### src/hdl/unsigned_to_ascii_digits_defines.svh
// Assertion macros used by the digit converter top level.
`ifndef UNSIGNED_TO_ASCII_DIGITS_DEFINES_SVH
`define UNSIGNED_TO_ASCII_DIGITS_DEFINES_SVH

`ifndef SYNTHESIS

// A property that must hold at every clock edge outside reset.
`define UTAD_ASSERT_HOLDS(lbl, prop, msg) \
   lbl: assert property (@(posedge clock) disable iff (reset) (prop)) \
      else $error(msg);

// An antecedent that must be followed by a consequent in the same cycle.
`define UTAD_ASSERT_IMPLIES(lbl, ante, cons, msg) \
   lbl: assert property (@(posedge clock) disable iff (reset) (ante) |-> (cons)) \
      else $error(msg);

`else

`define UTAD_ASSERT_HOLDS(lbl, prop, msg)
`define UTAD_ASSERT_IMPLIES(lbl, ante, cons, msg)

`endif

`endif

### src/hdl/utad_pkg.sv
// Package with widths, cell control types and the ASCII digit function.
package utad_pkg;

   // Width of the number to convert.
   localparam int VALUE_BITS = 32;

   // Digit cells needed for the largest decimal value, ceil(VALUE_BITS * log10(2)).
   localparam int DIGIT_CELLS = (VALUE_BITS * 30103 + 99999) / 100000;

   localparam int DIGIT_BITS     = 4;
   localparam int CHAR_BITS      = 7;
   localparam int REQ_TDATA_BITS = ((VALUE_BITS + 7) / 8) * 8;
   localparam int RSP_TDATA_BITS = ((CHAR_BITS + 7) / 8) * 8;
   localparam int BIT_CNT_BITS   = $clog2(VALUE_BITS + 1);
   localparam int DIG_CNT_BITS   = $clog2(DIGIT_CELLS + 1);

   localparam logic [CHAR_BITS-1:0] ASCII_ZERO = 7'd48;
   localparam logic [CHAR_BITS-1:0] ASCII_A    = 7'd65;
   localparam logic [DIGIT_BITS-1:0] DEC_ADJUST_MIN = 4'd5;
   localparam logic [DIGIT_BITS-1:0] DEC_ADJUST     = 4'd3;
   localparam logic [DIGIT_BITS-1:0] DEC_RADIX      = 4'd10;

   // Operation that all cells of the row perform together.
   typedef enum logic [1:0] {
      CELL_HOLD  = 2'd0,
      CELL_CLEAR = 2'd1,
      CELL_BIT   = 2'd2,
      CELL_DIGIT = 2'd3
   } cell_op_type;

   typedef struct packed {
      cell_op_type op;
      logic        hex;
   } cell_ctrl_type;

   // ASCII code of one digit, '0'-'9' or 'A'-'F'.
   function automatic logic [CHAR_BITS-1:0] digit_to_ascii(input logic [DIGIT_BITS-1:0] d);
      logic [CHAR_BITS-1:0] wide;
      wide = {{(CHAR_BITS - DIGIT_BITS){1'b0}}, d};
      if (d < DEC_RADIX) begin
         digit_to_ascii = ASCII_ZERO + wide;
      end else begin
         digit_to_ascii = ASCII_A + wide - {{(CHAR_BITS - DIGIT_BITS){1'b0}}, DEC_RADIX};
      end
   endfunction

endpackage

### src/hdl/unsigned_to_ascii_digits.sv
// Top level: unsigned number to ASCII decimal or hexadecimal digits.
//
//   Channel | Direction | Contents
//   req_*   | in        | tdata: value; tuser: use_hex
//   rsp_*   | out       | tdata: char_code; tlast: last_char
//
// A request is accepted, then shifted bit by bit, VALUE_BITS (32) shifts, into
// the row of digit cells (10); the cells then pass their digits up, most
// significant first, to skip leading zeros and emit characters.
// Reset is synchronous and clears the controller and the output valid.
// A stalled result holds in the output register; digit emission waits for it,
// and the next request is taken once the last character is in that register.
module unsigned_to_ascii_digits (
   input  logic                                 clock,
   input  logic                                 reset,
   // tdata: value [VALUE_BITS-1:0], zero fill above.
   input  logic [utad_pkg::REQ_TDATA_BITS-1:0]  req_tdata,
   // tuser: use_hex [0].
   input  logic                                 req_tuser,
   input  logic                                 req_tvalid,
   output logic                                 req_tready,
   // tdata: char_code [6:0], zero at bit 7.
   output logic [utad_pkg::RSP_TDATA_BITS-1:0]  rsp_tdata,
   output logic                                 rsp_tlast,
   output logic                                 rsp_tvalid,
   input  logic                                 rsp_tready
);

`include "unsigned_to_ascii_digits_defines.svh"

   typedef enum logic [2:0] {
      ST_IDLE    = 3'b001,
      ST_CONVERT = 3'b010,
      ST_EMIT    = 3'b100
   } state_type;

   state_type                              state_ff, state_in;
   logic [utad_pkg::VALUE_BITS-1:0]        value_ff, value_in;
   logic                                   hex_ff, hex_in;
   logic [utad_pkg::BIT_CNT_BITS-1:0]      bit_cnt_ff, bit_cnt_in;
   logic [utad_pkg::DIG_CNT_BITS-1:0]      dig_cnt_ff, dig_cnt_in;
   logic                                   started_ff, started_in;
   logic                                   rsp_valid_ff, rsp_valid_in;
   logic [utad_pkg::CHAR_BITS-1:0]         rsp_char_ff, rsp_char_in;
   logic                                   rsp_last_ff, rsp_last_in;

   utad_pkg::cell_ctrl_type                cell_ctrl;
   logic                                   bit_chain [utad_pkg::DIGIT_CELLS+1];
   logic [utad_pkg::DIGIT_BITS-1:0]        digit_chain [utad_pkg::DIGIT_CELLS+1];
   logic [utad_pkg::DIGIT_BITS-1:0]        top_digit;

   logic req_accept;
   logic is_last;
   logic skip_zero;
   logic out_free;
   logic load_out;

   // Row of digit cells, least significant digit at cell zero.
   assign bit_chain[0]   = value_ff[utad_pkg::VALUE_BITS-1];
   assign digit_chain[0] = '0;

   for (genvar i = 0; i < utad_pkg::DIGIT_CELLS; i++) begin : g_cell
      utad_digit_cell u_cell (
         .clock     (clock),
         .ctrl      (cell_ctrl),
         .bit_in    (bit_chain[i]),
         .digit_in  (digit_chain[i]),
         .bit_out   (bit_chain[i+1]),
         .digit_out (digit_chain[i+1])
      );
   end

   assign top_digit = digit_chain[utad_pkg::DIGIT_CELLS];

   // Handshake and emission decisions.
   assign req_tready = (state_ff == ST_IDLE);
   assign req_accept = req_tvalid && req_tready;
   assign is_last    = (dig_cnt_ff == utad_pkg::DIG_CNT_BITS'(1));
   assign skip_zero  = (state_ff == ST_EMIT) && !started_ff && (top_digit == '0) && !is_last;
   assign out_free   = !rsp_valid_ff || rsp_tready;
   assign load_out   = (state_ff == ST_EMIT) && !skip_zero && out_free;

   // Cell row operation for this cycle.
   always_comb begin
      cell_ctrl.hex = hex_ff;
      if (req_accept) begin
         cell_ctrl.op = utad_pkg::CELL_CLEAR;
      end else if (state_ff == ST_CONVERT) begin
         cell_ctrl.op = utad_pkg::CELL_BIT;
      end else if (skip_zero || load_out) begin
         cell_ctrl.op = utad_pkg::CELL_DIGIT;
      end else begin
         cell_ctrl.op = utad_pkg::CELL_HOLD;
      end
   end

   // Controller: load, bit shifts, then digit emission.
   always_comb begin
      state_in   = state_ff;
      value_in   = value_ff;
      hex_in     = hex_ff;
      bit_cnt_in = bit_cnt_ff;
      dig_cnt_in = dig_cnt_ff;
      started_in = started_ff;
      case (state_ff)
         ST_IDLE: begin
            if (req_accept) begin
               value_in   = req_tdata[utad_pkg::VALUE_BITS-1:0];
               hex_in     = req_tuser;
               bit_cnt_in = utad_pkg::BIT_CNT_BITS'(utad_pkg::VALUE_BITS);
               state_in   = ST_CONVERT;
            end
         end
         ST_CONVERT: begin
            value_in   = {value_ff[utad_pkg::VALUE_BITS-2:0], 1'b0};
            bit_cnt_in = bit_cnt_ff - utad_pkg::BIT_CNT_BITS'(1);
            if (bit_cnt_ff == utad_pkg::BIT_CNT_BITS'(1)) begin
               dig_cnt_in = utad_pkg::DIG_CNT_BITS'(utad_pkg::DIGIT_CELLS);
               started_in = 1'b0;
               state_in   = ST_EMIT;
            end
         end
         ST_EMIT: begin
            if (skip_zero) begin
               dig_cnt_in = dig_cnt_ff - utad_pkg::DIG_CNT_BITS'(1);
            end else if (load_out) begin
               dig_cnt_in = dig_cnt_ff - utad_pkg::DIG_CNT_BITS'(1);
               started_in = 1'b1;
               if (is_last) begin
                  state_in = ST_IDLE;
               end
            end
         end
         default: begin
            state_in = ST_IDLE;
         end
      endcase
   end

   // Output register in front of the result channel.
   always_comb begin
      rsp_valid_in = rsp_valid_ff;
      rsp_char_in  = rsp_char_ff;
      rsp_last_in  = rsp_last_ff;
      if (load_out) begin
         rsp_valid_in = 1'b1;
         rsp_char_in  = utad_pkg::digit_to_ascii(top_digit);
         rsp_last_in  = is_last;
      end else if (rsp_tready) begin
         rsp_valid_in = 1'b0;
      end
   end

   always_ff @(posedge clock) begin
      if (reset) begin
         state_ff     <= ST_IDLE;
         rsp_valid_ff <= 1'b0;
         bit_cnt_ff   <= '0;
         dig_cnt_ff   <= '0;
         started_ff   <= 1'b0;
      end else begin
         state_ff     <= state_in;
         rsp_valid_ff <= rsp_valid_in;
         bit_cnt_ff   <= bit_cnt_in;
         dig_cnt_ff   <= dig_cnt_in;
         started_ff   <= started_in;
      end
   end

   always_ff @(posedge clock) begin
      value_ff    <= value_in;
      hex_ff      <= hex_in;
      rsp_char_ff <= rsp_char_in;
      rsp_last_ff <= rsp_last_in;
   end

   assign rsp_tdata  = {{(utad_pkg::RSP_TDATA_BITS - utad_pkg::CHAR_BITS){1'b0}}, rsp_char_ff};
   assign rsp_tlast  = rsp_last_ff;
   assign rsp_tvalid = rsp_valid_ff;

   // The row is wide enough that no bit ever leaves the top cell.
   `UTAD_ASSERT_IMPLIES(a_no_overflow, cell_ctrl.op == utad_pkg::CELL_BIT, !bit_chain[utad_pkg::DIGIT_CELLS], "digit row overflow")

   // The first character of a number is a leading zero only for the value zero.
   `UTAD_ASSERT_IMPLIES(a_no_lead_zero, load_out && !started_ff, (top_digit != '0) || is_last, "leading zero emitted")

   // Emission never runs past the last digit cell.
   `UTAD_ASSERT_IMPLIES(a_emit_count, state_ff == ST_EMIT, dig_cnt_ff != '0, "digit count exhausted in emit")

   // Decimal digits stay within 0 to 9 at the top of the row.
   `UTAD_ASSERT_IMPLIES(a_dec_digit, (state_ff == ST_EMIT) && !hex_ff, top_digit < utad_pkg::DEC_RADIX, "decimal digit out of range")

endmodule

### src/hdl/utad_digit_cell.sv
// One digit cell: a shift stage, with add-3 in decimal mode, that also moves whole digits on.
module utad_digit_cell (
   input  logic                              clock,
   input  utad_pkg::cell_ctrl_type           ctrl,
   input  logic                              bit_in,
   input  logic [utad_pkg::DIGIT_BITS-1:0]   digit_in,
   output logic                              bit_out,
   output logic [utad_pkg::DIGIT_BITS-1:0]   digit_out
);

   logic [utad_pkg::DIGIT_BITS-1:0] digit_ff;
   logic [utad_pkg::DIGIT_BITS-1:0] digit_in_next;
   logic [utad_pkg::DIGIT_BITS-1:0] adj;

   // Decimal digits of five or more get three added before the shift.
   always_comb begin
      if (!ctrl.hex && (digit_ff >= utad_pkg::DEC_ADJUST_MIN)) begin
         adj = digit_ff + utad_pkg::DEC_ADJUST;
      end else begin
         adj = digit_ff;
      end
   end

   // Next digit for each row operation.
   always_comb begin
      case (ctrl.op)
         utad_pkg::CELL_CLEAR: digit_in_next = '0;
         utad_pkg::CELL_BIT:   digit_in_next = {adj[utad_pkg::DIGIT_BITS-2:0], bit_in};
         utad_pkg::CELL_DIGIT: digit_in_next = digit_in;
         default:              digit_in_next = digit_ff;
      endcase
   end

   always_ff @(posedge clock) begin
      digit_ff <= digit_in_next;
   end

   assign bit_out   = adj[utad_pkg::DIGIT_BITS-1];
   assign digit_out = digit_ff;

endmodule

### config.mk
export PLATFORM = sky130hd
export DESIGN_NAME = unsigned_to_ascii_digits
export DESIGN_NICKNAME = d
export VERILOG_FILES = /design/src/hdl/utad_pkg.sv /design/src/hdl/unsigned_to_ascii_digits.sv /design/src/hdl/utad_digit_cell.sv
export VERILOG_INCLUDE_DIRS = /design/src /design/src/hdl
export SDC_FILE = /design/constraint.sdc
export NUM_CORES = 1
export LEC_CHECK = 0
export BUFFER_PORTS_ARGS = -buffer_cell sky130_fd_sc_hd__buf_2
export CELL_PAD_IN_SITES_DETAIL_PLACEMENT = 1
export CELL_PAD_IN_SITES_GLOBAL_PLACEMENT = 1
export CORE_ASPECT_RATIO = 1.4
export CORE_MARGIN = 5
export CORE_UTILIZATION = 29
export CTS_CLUSTER_SIZE = 30
export DETAILED_ROUTE_END_ITERATION = 6
export PLACE_DENSITY_LB_ADDON = 0.15
export SLEW_MARGIN = 20
export SYNTH_ARGS = -nofsm -noshare
export SYNTH_HDL_FRONTEND = slang
export SYNTH_SLANG_ARGS = --single-unit
### constraint.sdc
create_clock -name clock -period 7.1 [get_ports clock]
set_input_delay 0.71 -clock clock [delete_from_list [all_inputs] [get_ports clock]]
set_output_delay 0.71 -clock clock [all_outputs]
set_load 0.01 [all_outputs]
* Yosys cells after proc, flatten, opt, wreduce, memory -nomap -nowiden
Cells that the tools add are included.
** Cells by class
- Add/sub/neg operators :: 15
- Order comparisons :: 11
- Eq/ne operators :: 14
- Mux-type cells :: 44
- Reduce and logical (&&, ||, !) cells :: 35
** Operator list (count)
- one-hot mux 4 bit (3 select lines) :: 9
- one-hot mux 32 bit (2 select lines) :: 1
- two-way mux 4 bit :: 12
- greater-or-equal comparator 4 x 3 -> 1 bit, second input constant :: 10
- adder 4 x 2 -> 4 bit, second input constant :: 9
- two-way mux 32 bit :: 1
- two-way mux 3 bit :: 6
- logical AND 1 bit :: 16
- one-hot mux 4 bit (2 select lines) :: 2
- one-hot mux 6 bit (2 select lines) :: 1
- one-hot mux 3 bit (3 select lines) :: 1
- nonzero test 2 bit :: 4
- adder 6 x 4 -> 7 bit, first input constant :: 1
- adder 7 x 4 -> 7 bit, first input constant :: 1
- two-way mux 7 bit :: 1
- subtractor 7 x 4 -> 7 bit, second input constant :: 1
- == test 6 x 1 -> 1 bit, second input constant :: 1
- two-way mux 2 bit :: 3
- two-way mux 6 bit :: 1
- != test 2 bit, second input constant :: 3
- subtractor 6 x 1 -> 6 bit, second input constant :: 1
- zero test 1 bit :: 5
- two-way mux 1 bit :: 5
- AND reduction 5 bit :: 1
- other kinds (19) :: 23
** Storage, ports and cells
- Bits in registers :: 96
- Bits of input ports :: 37
- Output and inout port bits :: 11
- Word-level logic and storage cells :: 138

* Longest topological paths before layout
- Depth in word-level cells :: 14
- Mapped depth :: 9
- Depth with buffers taken out :: 7

* Cells and area by module
Synthesis repeated with hierarchy kept, for this count alone.
** Second synthesis, totals
- Cell total of the unflattened synthesis :: 546
- Area total of the unflattened synthesis :: 5471.5 um^2
** By module, submodules not included
- utad_digit_cell :: times used 10, cells an instance 29, area each 292.8 um^2, sequential area each 120.1 um^2
- unsigned_to_ascii_digits :: times used 1, cells an instance 256, area each 2543.7 um^2, sequential area each 1531.5 um^2

* Worst setup path after synthesis
Ideal clock, no wire load.
- Path kind :: in2reg
- From :: input rsp_tready
- To :: register g_cell[0].u_cell.digit_ff (netlist bit g_cell[0].u_cell.digit_out[0]) (enable)
- Library setup time :: 0.633 ns
- Data arrival time :: 2.287 ns
- Required time :: 6.467 ns
- Path slack :: 4.180 ns
- Cell stages on the path :: 5
- Buffers on the path :: 1
- Path through :: nor2b_1 -> o21ai_2 -> nand2_1 -> clkbuf_1 -> nand3_1
** Between the ends
- Cells in the longest elaborated chain, start to end :: 9
- Elaborated cells between the ends (all ways) :: 11
- Those cells by class :: 3 x eq/ne; 3 x mux; 5 x reduce/logical
** RTL lines
- start, declared :: line unsigned_to_ascii_digits.sv:26 : input logic rsp_tready
- logical OR 1 bit * :: line unsigned_to_ascii_digits.sv:80 : assign out_free = !rsp_valid_ff || rsp_tready;
- logical AND 1 bit * :: line unsigned_to_ascii_digits.sv:81 : assign load_out = (state_ff == ST_EMIT) && !skip_zero && out_free;
- logical OR 1 bit * :: line unsigned_to_ascii_digits.sv:90 : end else if (skip_zero || load_out) begin
- two-way mux 2 bit * :: line unsigned_to_ascii_digits.sv:90
- two-way mux 2 bit * :: line unsigned_to_ascii_digits.sv:88 : end else if (state_ff == ST_CONVERT) begin
- two-way mux 2 bit * :: line unsigned_to_ascii_digits.sv:86 : if (req_accept) begin
- == test 2 x 1 -> 1 bit / == test 2 bit (equally long branches) :: line utad_digit_cell.sv:26 : case (ctrl.op)
- OR reduction 2 bit (no line)
- nonzero test 2 bit (no line) *
- end signal, assigned :: line utad_digit_cell.sv:35 : digit_ff <= digit_in_next;
- end, declared :: line utad_digit_cell.sv:11 : logic [utad_pkg::DIGIT_BITS-1:0] digit_ff;
Every way passes the cells marked *; elsewhere a longest branch is shown, timed or not.
A chain may end at the register's enable or synchronous reset.

* Final worst setup path
- From :: register g_cell[9].u_cell.digit_ff (netlist bit g_cell[9].u_cell.digit_out[1])
- To :: register g_cell[6].u_cell.digit_ff (netlist bit g_cell[6].u_cell.digit_out[0]) (enable)
** Between the ends
- Cells in the longest elaborated chain, start to end :: 12
- Elaborated cells between the ends (all ways) :: 14
- Those cells by class :: 3 x eq/ne; 3 x mux; 8 x reduce/logical
** RTL lines
- start, declared :: line utad_digit_cell.sv:11
- start signal, assigned :: line utad_digit_cell.sv:35
- zero test 4 bit * :: line unsigned_to_ascii_digits.sv:79 : assign skip_zero = (state_ff == ST_EMIT) && !started_ff && (top_digit == '0) && !is_last;
- logical AND 1 bit * (2 in series) :: line unsigned_to_ascii_digits.sv:79
- zero test 1 bit :: line unsigned_to_ascii_digits.sv:81
- logical AND 1 bit (2 in series) :: line unsigned_to_ascii_digits.sv:81
- logical OR 1 bit * :: line unsigned_to_ascii_digits.sv:90
- two-way mux 2 bit * :: line unsigned_to_ascii_digits.sv:90
- two-way mux 2 bit * :: line unsigned_to_ascii_digits.sv:88
- two-way mux 2 bit * :: line unsigned_to_ascii_digits.sv:86
- == test 2 x 1 -> 1 bit / == test 2 bit (equally long branches) :: line utad_digit_cell.sv:26
- nonzero test 3 bit (no line) *
- end signal, assigned :: line utad_digit_cell.sv:35
- end, declared :: line utad_digit_cell.sv:11
Marks and branches as above.

==> reports/qor.yml <==
critical_path_class: "flop to flop"
ant_nets: 0
max_freq_mhz: 329
status: "finished clean"
port-buffer-count: 46
drt_iter0_markers: 115
clock_latency_ns: 0.35
whs_path_depth: 1
dieArea_mm2: 0.0201
peakVddDrop_v: 0.0000838
fp.dieW_um: 121
layout_min_cycle_time_ns: 3.04
grt-ovfl-total: 0
syn_nets: 548
combPwrFrac: 0.145
post_cts_buffers: 0
r2r-start: "g_cell[9].u_cell.digit_out[1]"
maxCapViolations: 0
viasPerCell: 4.74
synth_warnings: 0
fin_crit_sh: 0.429
cts_sinks: 96
placed_cell_area_mm2: 0.00548
routed_wl_um: 11200
power_density_mw_per_mm2: 238
clkTransAtPathRegs_ns: 0.08
drv_slew: 0
clockPowerShare: 0.336
crit_required_ns: 7.08
htreeDepth: 3
tritoncts: "done"
synth_edf_count: 81
yosysTopAreaCell: "edfxtp_1"
min_path_type: "flop to flop"
vias: 3628
cts_root_buffer: "clkbuf_16"
power.leakage_nw: 2.28
clock_path_buffers: 2
grt_max_degree: 67
synth.area.top_cells: "edfxtp_1, nand2_1, ha_1, dfxtp_1, xnor2_1"
grt_pass1_wl_um: 18900
p_sw_uw: 377
worst_pin_slew_ns: 1.05
crit_path_end_kind: "flop"
numCtsBuffers: 9
ys_seq_area_frac: 0.544
p_sw_frac: 0.275
grt_pass1_vias: 3910
yosysMostFrequentCell: "nand2_1"
chipHeight_um: 166
cp-startpoint: "g_cell[9].u_cell.digit_out[1]"
p_int_uw: 996
core_mm2: 0.0172
cp.arrival_ns: 3.02
seqPwrFrac: 0.519
drive_gt1_frac: 0.147
synth_ff_type: "edfxtp_1"
finalSetupViolCount: 0
io-pin-count: 48
syn_to_final_growth_pct: 14.7
r2r_cells: 6
antenna_found_initial: 0
ys_ff_latch: 96
avgRoutedWirePerCell_um: 14.6
rr_endpoint: "g_cell[6].u_cell.digit_out[0]"
rows: 57
slew_headroom: 0.297
synthTopCellsByCount: "nand2_1, edfxtp_1, inv_1, nor2_1, ha_1"
synth_cell_types: 46
start_util: 0.292
nets: 587
whs_endpoint: "bit_cnt_ff[5]"
crit_fanout: 40
gr-usage-all-layers: 0.114
ff2ff_setup_slack_ns: 4.06
remaining_drc_errors: 0
synth_cells: 486
gp_congestion: 0.727
cp-start-kind: "flop"
setup_tns_ns: 0
synth_area_per_cell_um2: 10.3
final_hold_viol_count: 0
synthArstFlopShare: 0
final_area_mm2: 0.00576
antenna_cells: 0
dpl.hpwl_um: 7270
firstDrtPassIters: 4
cts_hold_buf: 0
synth_top_area_frac: 0.484
rsz0062_at_grt: "no"
syn_area_mm2: 0.00503
ctsResizeCount: 0
fin_skew_ns: 0.0116
hold_path.startpoint: "bit_cnt_ff[5]"
kinds of logic after synthesis:
kind of cell / synth area share
and+or+nand+nor: 0.170
AOI/OAI and AO/OA: 0.122
DFF: 0.544
buffers and inverters: 0.0426
adders and majority gates: 0.0622
xor gates and xnor gates: 0.0366
muxes: 0.0222
other: 0.000746
per-stage QoR:
step	total power [mW]	utilization	setup WS (ns)	cells	hold slack (ns)
final	1.37	0.335	4.06	766	0.503
after CTS	1.40	0.335	3.75	766	0.507
after global routing	1.45	0.335	3.86	766	0.525
after global placement	0.923	0.319	3.73	750	0.484
after detailed placement	0.929	0.319	3.63	750	0.489
after floorplan	0.862	-	4.18	486	0.444
power by group through the flow:
stage                     registers (mW)  clock network, mW  logic [mW]
after CTS                          0.714              0.484       0.204
after floorplan                    0.716                  0       0.146
after global placement             0.726                  0       0.197
final                              0.713              0.461       0.199
after global routing               0.719              0.505       0.227
after detailed placement           0.727                  0       0.202
flip-flops by register name, indices dropped and copies added (netlist names):
name / flops
state_ff: 3
value_ff: 32
started_ff: 1
rsp_tlast: 1
hex_ff: 1
bit_cnt_ff: 6
g_cell.u_cell.digit_out: 40
dig_cnt_ff: 4
rsp_tvalid: 1
rsp_char_ff: 7
layout make-up:
class                      count  area (µm²)
timing repair buffer          50         260
multi-input combinational    340        2100
sequential                    96        2730
inverter                      28         105
fill                        1962       11400
clock buffer                  10         229
tap                          236         295
clock inverter                 6        42.5
cell usage in the layout (no fill, tap or decap), types with 2 or more instances in the layout:
cell type,n
o21ai_0,21
and2_1,2
nand2_1,104
buf_4,4
xnor2_1,20
a21oi_1,23
a22o_1,9
nand3_1,5
o22ai_1,18
a21o_1,10
ha_1,25
buf_2,46
mux2i_1,10
nor3_1,14
inv_1,28
a211oi_1,5
or3b_2,2
dfxtp_1,15
edfxtp_1,81
clkbuf_16,9
or4_1,10
nand2b_1,11
inv_4,2
nor2_1,28
worst max-delay path, cell delays in order, from the launching register on:
cell and delay [ns]:
edfxtp_1 0.45, inv_1 0.15, ha_1 0.15, or4b_4 0.46, o21ai_2 0.16, nand2_1 0.54
nand3_4 0.75
worst max-delay path by stage:
stage	endpoint	slack, ns
global route	g_cell[7].u_cell.digit_out[0]	3.86
global placement	g_cell[6].u_cell.digit_out[2]	3.73
detailed placement	g_cell[3].u_cell.digit_out[3]	3.63
floorplan	g_cell[0].u_cell.digit_out[0]	4.18
finish	g_cell[6].u_cell.digit_out[0]	4.06
CTS	g_cell[2].u_cell.digit_out[1]	3.75
per-layer routing:
layer / global-route usage / share of wire / vias up
met4: 0.0385 / 0.011 / 0
met1: 0.134 / 0.44 / 1775
met5: 0 / 0 / -
met3: 0.0218 / 0.027 / 10
met2: 0.207 / 0.52 / 52
li1: - / - / 1791
Power figures use the tool's default switching activity.
